[src/sv/vnapf_pkg.sv]
`timescale 1ns / 1ps
// Shared types and constants for the vertex node area/perimeter force block.
// No dependencies; every other file but the port checker imports this package.
package vnapf_pkg;

    localparam int DATA_W        = 32;
    localparam int FRAC_BITS_DEF = 16;
    localparam int ROOT_STEPS    = 32;

    // Queue between the front end and the back end.
    localparam int Q_DEPTH = 2;
    localparam int Q_PTR_W = 1;

    // Configuration register indexes.
    localparam int CFG_ADDR_W = 1;
    localparam logic [CFG_ADDR_W-1:0] REG_AREA_PARAM  = 1'b0;
    localparam logic [CFG_ADDR_W-1:0] REG_PERIM_PARAM = 1'b1;

    // One classified word as it waits in the queue.
    typedef struct packed {
        logic signed [32:0] cw_dx;
        logic signed [32:0] cw_dy;
        logic signed [32:0] aw_dx;
        logic signed [32:0] aw_dy;
        logic [30:0]        area;
        logic [30:0]        perim;
        logic               area_zero;
        logic               last;
    } vnapf_entry_t;

    // Commands from the back end sequencer to the shared root/divide unit.
    typedef struct packed {
        logic start_root;
        logic start_div;
    } vnapf_rd_ctl_t;

endpackage

[src/sv/vnapf_front.sv]
`timescale 1ns / 1ps
// Front end: takes an input word, forms the edge vectors and flags.
// Depends on vnapf_pkg for the entry type.
module vnapf_front (
    input  logic                    in_valid,
    input  logic                    q_full,
    input  logic signed [31:0]      node_x,
    input  logic signed [31:0]      node_y,
    input  logic signed [31:0]      prev_x,
    input  logic signed [31:0]      prev_y,
    input  logic signed [31:0]      next_x,
    input  logic signed [31:0]      next_y,
    input  logic [30:0]             elem_area,
    input  logic [30:0]             elem_perimeter,
    input  logic                    last_elem,
    output logic                    in_ready,
    output logic                    push,
    output vnapf_pkg::vnapf_entry_t entry
);
    import vnapf_pkg::*;

    assign in_ready = !q_full;
    assign push     = in_valid && !q_full;

    // Differences need one extra bit to cover the full signed range.
    always_comb
    begin
        entry.cw_dx     = 33'(prev_x) - 33'(node_x);
        entry.cw_dy     = 33'(prev_y) - 33'(node_y);
        entry.aw_dx     = 33'(next_x) - 33'(node_x);
        entry.aw_dy     = 33'(next_y) - 33'(node_y);
        entry.area      = elem_area;
        entry.perim     = elem_perimeter;
        entry.area_zero = (elem_area == '0);
        entry.last      = last_elem;
    end

endmodule

[config.mk]
export PLATFORM = sky130hd
export DESIGN_NAME = vnapf_front
export DESIGN_NICKNAME = d
export VERILOG_FILES = /design/src/sv/vnapf_pkg.sv /design/src/sv/vnapf_front.sv
export SDC_FILE = /design/constraint.sdc
export NUM_CORES = 1
export LEC_CHECK = 0
export ABC_AREA = 1
export BUFFER_PORTS_ARGS = -buffer_cell sky130_fd_sc_hd__clkbuf_2
export CORE_AREA = 3 3 176 178
export DETAILED_ROUTE_END_ITERATION = 10
export DIE_AREA = 0 0 179 181
export PLACE_DENSITY_LB_ADDON = 0.3
export SETUP_SLACK_MARGIN = 0.4
export SLEW_MARGIN = 10
export SYNTH_ARGS = -nofsm -noshare
export SYNTH_HDL_FRONTEND = slang
export SYNTH_SLANG_ARGS = --single-unit
[constraint.sdc]
create_clock -name vclk -period 1.5
set_input_delay 0.15 -clock vclk [all_inputs]
set_output_delay 0.15 -clock vclk [all_outputs]
set_load 0.05 [all_outputs]
==> impl_metrics.json <==
{
  "final_cells": 3247,
  "grt_max_degree": 8,
  "final-setup-viol-count": 120,
  "flops_and_latches": 0,
  "io_buffers": 391,
  "crit_path_top_delay_cell": "fa_2",
  "clkbuf_count": 0,
  "start_kind": "input pin",
  "drc": 0,
  "grt_pass1_vias": 16700,
  "post-dp-hpwl_um": 44300,
  "worst_hold_path_type": "input pin to output pin",
  "track_usage": 0.325,
  "swShare": 0.563,
  "place.gp.congestion": 0.975,
  "switchingPower_mw": 9.01,
  "min_period_ns": 2.18,
  "fmax_mhz": 459,
  "final_area_um2": 23900,
  "maxSlewViolCount": 0,
  "wl_per_cell_um": 19.3,
  "pre_cts_ws_ns": -0.698,
  "drive_gt1_frac": 0.598,
  "total_power_mw": 16.0,
  "crit_top_cell": "nand2_2",
  "grt_setup_unrepaired": "true",
  "required_ns": 1.35,
  "antenna_found_initial": 3,
  "ir_worst_vdd_mv": 0.634,
  "final_nets": 3245,
  "die_area_um2": 32400,
  "synthToLayoutAreaGrowth_pct": 124,
  "ant_nets": 0,
  "drtIter0Drc": 901,
  "synthAdderAreaFrac": 0.158,
  "num_vias": 16800,
  "layout_setup_ws_ns": -0.678,
  "rows": 63,
  "syn-cell-area_um2": 10600,
  "end_kind": "output pin",
  "fill_cells": 1796,
  "cts_hold_buf": 0,
  "via_per_inst": 5.17,
  "die_w_um": 179,
  "synth_compound_area_frac": 0.0449,
  "cpPeakStageDelay_ns": 0.36,
  "grt-ovfl-total": 0,
  "cap_violations": 0,
  "synthTopCellsByArea": "nand2_1, inv_1, ha_1",
  "synth_cell_types": 20,
  "p_int_mw": 7.00,
  "hold_violations": 0,
  "synth.top_cell.area_share": 0.348,
  "synth_cells": 2246,
  "status": "complete, but fails checks",
  "crit_chain": "clkbuf_16 -> inv_12 -> ha_4 -> fa_2 -> inv_2 -> buf_4 -> nand2_2 -> nand3_2 -> nand2_2 -> nand2_4 -> buf_6 -> xor2_4 -> buf_12",
  "violations": "negative setup slack",
  "synthSimpleGateAreaFrac": 0.499,
  "synth_area_leader_cell": "nand2_1",
  "start_util": 0.360,
  "min_period_over_period": 1.45,
  "grt_pass1_wl_um": 84200,
  "synth_top_family_by_area": "simple AND/OR/NAND/NOR gates",
  "synth_xor_area_frac": 0.0494,
  "num_io_pins": 455,
  "wl_um": 62700,
  "yosys_warnings": 0,
  "synth_mux_area_frac": 0,
  "fp.dieH_um": 181,
  "regArea_um2": 0,
  "dpl_cell_area_um2": 19300,
  "synth_fp_nets": 2635,
  "pwr-share-clk": 0,
  "relSlewSlack": 0.772,
  "tightest_slew_ns": 0.341,
  "path_class": "input pin to output pin",
  "core_area_um2": 29600,
  "whs_ns": 0.300,
  "critPathMaxFanout": 3,
  "critPathArrivalTime_ns": 2.03,
  "dp_cells": 3188,
  "synth_area_per_cell_um2": 4.74,
  "yosysSeqAreaShare": 0,
  "p_comb_frac": 1.000,
  "seq_power_share": 0,
  "powerDensity_nw_per_um2": 671,
  "dr.pass1.iters": 6,
  "p_leak_nw": 13.1
}
[kinds of logic after synthesis]
kind of cell	Yosys count
buf+inv	638
compound gates	90
simple gates	1326
xor+xnor	60
fa+ha+maj	132
[per-stage QoR]
step                utilization  setup TNS [ns]
floorplan                     -          -12.00
global placement          0.654          -47.83
detailed placement        0.654          -51.99
CTS                       0.745          -41.58
global route              0.807          -52.00
finish                    0.807          -46.46
[power groups by stage]
| stage | clock network, mW | registers (mW) | logic (mW) |
|---|---|---|---|
| 2_1_floorplan | 0 | 0 | 7.74 |
| 3_3_place_gp | 0 | 0 | 13.1 |
| 3_5_place_dp | 0 | 0 | 13.2 |
| 4_1_cts | 0 | 0 | 14.6 |
| 5_1_grt | 0.000000270 | 0 | 16.7 |
| 6_report | 0.000000272 | 0 | 16.0 |
[worst max-delay path, delay by kind of cell]
family / cells / cell delay (ns)
XOR/XNOR: 1 / 0.28
buffers and inverters: 6 / 0.70
adder cells (fa/ha/maj): 2 / 0.51
AND/OR/NAND/NOR: 4 / 0.37
[metal layers]
metal,global-route usage,vias up,routed length [um]
met1,0.341,7848,21000
met5,0,-,0
met2,0.602,883,32300
met4,0.195,0,5030
met3,0.0498,323,4360
li1,-,7731,-
[area by class of cell]
cell class / count / area, um^2 / share of cell area
well taps: 390 / 488 / 0.0204
multi-input cells: 1608 / 14300 / 0.598
diodes: 3 / 7.51 / 0.000315
repair buffers: 673 / 6720 / 0.282
inverters: 573 / 2370 / 0.0993
[placed cells by master (no fill, tap or decap), drive strengths merged, types with 5 or more instances in the layout]
| cell | Yosys | final |
|---|---|---|
| nand2 | 1017 | 1017 |
| inv | 573 | 565 |
| buf | 65 | 418 |
| clkbuf | 0 | 255 |
| nor2 | 168 | 168 |
| ha | 128 | 128 |
| nand3 | 94 | 94 |
| a21oi | 82 | 82 |
| xor2 | 51 | 51 |
| nand4 | 18 | 18 |
| xnor2 | 9 | 9 |
| nor3 | 9 | 9 |
| clkinvlp | 0 | 8 |
| and2 | 8 | 8 |
| nor4 | 7 | 7 |
| or2 | 5 | 5 |
[path summary, 6_finish.rpt]
kind  slack (ns)               from         to  cells past startpoint
min         0.30  elem_perimeter[8]  entry[10]                      0
max        -0.68          next_y[0]  entry[78]                     13
[timing repair]
| item | 4_1_cts | 5_1_grt |
|---|---|---|
| pin swaps | 289 | 260 |
| hold endpoints to repair | 0 | 0 |
| setup buffers | 33 | 23 |
| gates resized for setup | 587 | 439 |
| gates cloned | 0 | 0 |
| setup endpoints to repair | 129 | 129 |
[Yosys cell counts]
cell	number
nor2_1	168
or2_1	5
a21oi_1	80
nor4_1	7
and2_1	8
ha_1	128
xnor2_1	9
nand3_2	6
buf_4	65
nand2_2	32
nand2_1	985
fa_1	4
a21oi_2	2
o21bai_1	4
nand3_1	88
nand4_1	18
inv_1	573
nor3_1	9
a21o_1	4
xor2_1	51
(Power assumes the default switching activity.)
