===== config.mk =====
export PLATFORM = sky130hd
export DESIGN_NAME = vnapf_fifo
export DESIGN_NICKNAME = d
export VERILOG_FILES = /design/src/sv/vnapf_pkg.sv /design/src/sv/vnapf_fifo.sv
export SDC_FILE = /design/constraint.sdc
export NUM_CORES = 1
export LEC_CHECK = 0
export BUFFER_PORTS_ARGS = -buffer_cell sky130_fd_sc_hd__buf_2
export CAP_MARGIN = 15
export CELL_PAD_IN_SITES_DETAIL_PLACEMENT = 1
export CELL_PAD_IN_SITES_GLOBAL_PLACEMENT = 1
export CORE_AREA = 2 2 222 224
export CTS_CLUSTER_DIAMETER = 60
export CTS_CLUSTER_SIZE = 12
export DETAILED_ROUTE_END_ITERATION = 8
export DIE_AREA = 0 0 224 226
export PLACE_DENSITY_LB_ADDON = 0.25
export SYNTH_ARGS = -nofsm -noshare
export SYNTH_HDL_FRONTEND = slang
export SYNTH_SLANG_ARGS = --single-unit
export TNS_END_PERCENT = 5

===== constraint.sdc =====
create_clock -name clk -period 12.4 [get_ports clk]
set_input_delay 0 -clock clk [delete_from_list [all_inputs] [get_ports clk]]
set_output_delay 0 -clock clk [all_outputs]
set_load 0.03 [all_outputs]

===== src/sv/vnapf_pkg.sv =====
`timescale 1ns / 1ps
// Shared types and constants for the vertex node area/perimeter force block.
// No dependencies; every other file but the port checker imports this package.
package vnapf_pkg;

    localparam int DATA_W        = 32;
    localparam int FRAC_BITS_DEF = 16;
    localparam int ROOT_STEPS    = 32;

    // Queue between the front end and the back end.
    localparam int Q_DEPTH = 2;
    localparam int Q_PTR_W = 1;

    // Configuration register indexes.
    localparam int CFG_ADDR_W = 1;
    localparam logic [CFG_ADDR_W-1:0] REG_AREA_PARAM  = 1'b0;
    localparam logic [CFG_ADDR_W-1:0] REG_PERIM_PARAM = 1'b1;

    // One classified word as it waits in the queue.
    typedef struct packed {
        logic signed [32:0] cw_dx;
        logic signed [32:0] cw_dy;
        logic signed [32:0] aw_dx;
        logic signed [32:0] aw_dy;
        logic [30:0]        area;
        logic [30:0]        perim;
        logic               area_zero;
        logic               last;
    } vnapf_entry_t;

    // Commands from the back end sequencer to the shared root/divide unit.
    typedef struct packed {
        logic start_root;
        logic start_div;
    } vnapf_rd_ctl_t;

endpackage


===== src/sv/vnapf_fifo.sv =====
`timescale 1ns / 1ps
// Short queue that decouples the front end from the back end.
// Depends on vnapf_pkg for the entry type and depth.
module vnapf_fifo (
    input  logic                   clk,
    input  logic                   rst_n,
    input  logic                   push,
    input  vnapf_pkg::vnapf_entry_t din,
    output logic                   full,
    output logic                   valid,
    input  logic                   pop,
    output vnapf_pkg::vnapf_entry_t dout
);
    import vnapf_pkg::*;

    vnapf_entry_t         mem_reg [Q_DEPTH];
    logic [Q_PTR_W-1:0]   wr_ptr_reg;
    logic [Q_PTR_W-1:0]   rd_ptr_reg;
    logic [Q_PTR_W:0]     cnt_reg;

    assign full  = (cnt_reg == (Q_PTR_W+1)'(Q_DEPTH));
    assign valid = (cnt_reg != '0);
    assign dout  = mem_reg[rd_ptr_reg];

    always_ff @(posedge clk or negedge rst_n)
    begin
        if (!rst_n)
        begin
            wr_ptr_reg <= '0;
            rd_ptr_reg <= '0;
            cnt_reg    <= '0;
        end
        else
        begin
            if (push)
            begin
                wr_ptr_reg <= wr_ptr_reg + 1'b1;
            end
            if (pop)
            begin
                rd_ptr_reg <= rd_ptr_reg + 1'b1;
            end
            if (push && !pop)
            begin
                cnt_reg <= cnt_reg + 1'b1;
            end
            else if (pop && !push)
            begin
                cnt_reg <= cnt_reg - 1'b1;
            end
        end
    end

    always_ff @(posedge clk)
    begin
        if (push)
        begin
            mem_reg[wr_ptr_reg] <= din;
        end
    end

endmodule


==> results.yml <==
drt:
  vias: 8047
  drt_iter0_drc: 352
  drc: 0
  vias_per_cell: 4.23
  wl_per_cell_um: 18.6
  antenna_left: 0
  routed_wl_mm: 35.4
  firstDrtPassIters: 5
worst_setup_path:
  slowest_stage: "buf_4"
  critical-path-top-delay-family: "buffers and inverters"
  cp_data_arrival_time_ns: 3.71
  worstSetupEndpointType: "primary output"
  slowest_delay_ns: 0.88
  start_kind: "flip-flop"
  reg2reg_slack_ns: 9.23
  worstPathCellList: "buf_4 > buf_4 > mux2_4 > buf_2"
  cpMostUsedCell: "buf_4"
  critPathBufInv: 3
  crit_path_max_fanout: 52
  path_class: "reg2out"
  required_ns: 12.40
clocking:
  cts_buffers: 42
  cts_tree: "built"
  clk_pin_slew_ns: 0.06
  clk_path_buf_depth: 3
  cts_root_buf: "clkbuf_16"
  clock_latency_ns: 0.55
  ctsResizeCount: 0
  cts_sinks: 396
  htree_levels: 2
  post_cts_buffers: 0
timing:
  hold_viol: 0
  drv_slew: 0
  worstMarginPinSlew_ns: 1.01
  worst_slack_ns: 8.69
  max-slew-margin-rel_pct: 32.4
  tns_ns: 0
  fin_crit_sh_pct: 29.9
  rsz0062_at_grt: "false"
  period_minus_slack_ns: 3.71
  setup_violations: 0
  max_freq_mhz: 270
  clock-skew-final_ns: 0.0135
power_and_ir_drop:
  powerDensity_nw_per_um2: 231
  p_total_mw: 4.80
  p_leak_nw: 8.15
  ir_worst_vdd_v: 0.000127
cells_and_area:
  drive_above_1_share_pct: 51.6
  mostFrequentLayoutCells: "397 x buf_2, 392 x edfxtp_1, 200 x dlygate4sd3_1, 130 x mux2_4, 66 x mux2_2"
  nFillCells: 4784
  instances_no_fill: 1901
  area_growth_syn_to_layout_pct: 39.6
  final_common_cell: "buf_2"
  num-nets-final: 1455
  largest_reg_flops: 392
  design_area_sq_um: 20800
logic_synthesis:
  yosysUniqueCellTypes: 14
  syn_area_per_cell_sq_um: 23.7
  synthesis.area_sq_um: 14900
  ys_seq_elements: 396
  synth_top_cell_by_area: "edfxtp_1"
  synthCells: 626
  ys_warn_count: 0
  syn_nets: 827
  ys_seq_area_share_pct: 79.9
  synth_area_leaders: "edfxtp_1 79%, mux2_4 13%, mux2_2 5.0%, buf_6 1.2%, dfrtp_1 0.67%"
  yosysTopAreaCellShare_pct: 79.2
floorplanning:
  io_pins: 398
  start_util_pct: 30.8
  die-area_sq_um: 50600
  coreArea_sq_um: 48300
  fp-row-count: 81
  die_height_um: 226
  die_w_um: 224
run:
  max_cap_violations: 0
grt:
  grt-ovfl-total: 0
  grt_usage_pct: 13.6
  grt_max_degree: 67
  antenna_found_initial: 4
  grt_pass1_wl_mm: 52.4
  grt_pass1_vias: 8791
placed_design:
  placed_cell_area_sq_um: 17500
  gp_congestion: 0.738
  port-buffer-count: 397
  dp.cells: 1632
  hpwlAfterDp_mm: 23.3
  preCtsSetupSlack_ns: 9.15
hold_path:
  min_path_type: "in2reg"
status:
  outcome: "complete, no violations"
## routing by layer
layer,global-route usage (%),vias up,part of all wire (%)
met4,4.41,4,2.3
met2,22.5,234,49
met1,17.3,4007,42
met3,3.89,50,6.2
met5,0,-,0.076
li1,-,3752,-
## cell families (layout without fill, tap and decap cells)
kind of cell / count (synthesis) / in the layout / share of synthesized area (%)
multiplexers: 196 / 196 / 18.1
buffers and inverters: 23 / 674 / 1.44
adder cells (fa/ha/maj): 1 / 1 / 0.0842
XOR/XNOR: 5 / 5 / 0.295
AND/OR/NAND/NOR: 5 / 5 / 0.194
other: 0 / 2 / 0
flip-flops: 396 / 396 / 79.9
## area by class of cell
cell class | count | area, sq um | share of cell area, %
clock buffer | 59 | 1160 | 5.57
clock inverter | 8 | 90.1 | 0.434
timing repair buffer | 606 | 4060 | 19.5
antenna | 2 | 5.00 | 0.0241
tap | 622 | 778 | 3.75
multi-input combinational | 207 | 2790 | 13.4
sequential | 396 | 11900 | 57.2
inverter | 1 | 3.75 | 0.0181
## metrics by stage
stage               util [%]  hold WS, ns
detailed placement      36.2       -0.155
global placement        36.2       -0.154
CTS                     42.9        0.121
floorplan                  -       -0.296
global route            42.9        0.138
finish                  42.9        0.170
## final timing paths
| path | start | end | cells past startpoint |
|---|---|---|---|
| hold / removal | din[111] | mem_reg[0][111]$_DFFE_PP_ | 2 |
| setup / recovery | rd_ptr_reg$_DFFE_PN0P_ | dout[136] | 4 |
| setup reg to reg | wr_ptr_reg$_DFFE_PN0P_ | mem_reg[0][13]$_DFFE_PP_ | 3 |
| hold reg to reg | cnt_reg[1]$_DFFE_PN0P_ | cnt_reg[1]$_DFFE_PN0P_ | 1 |
| min in group asynchronous | rst_n | wr_ptr_reg$_DFFE_PN0P_ | 3 |
| max in group asynchronous | rst_n | rd_ptr_reg$_DFFE_PN0P_ | 3 |
## report_power, final
part / total (mW) / switching, mW / internal (mW)
combinational: 1.76 / 1.09 / 0.672
clock: 1.17 / 0.502 / 0.671
sequential: 1.87 / 0.0952 / 1.78
## cells in the mapped netlist, drive strengths merged
master  count
and2        1
buf        22
dfrtp       4
edfxtp    392
ha          1
inv         1
mux2      196
nor2        1
nor2b       2
or2         1
xnor2       1
xor2        4
## repair_timing
action | in CTS | in global routing
hold buffers | 200 | 0
endpoints found under the hold margin | 400 | 0
endpoints found under the setup margin | 0 | 0
No activity file was read; power rests on OpenSTA's default activity.
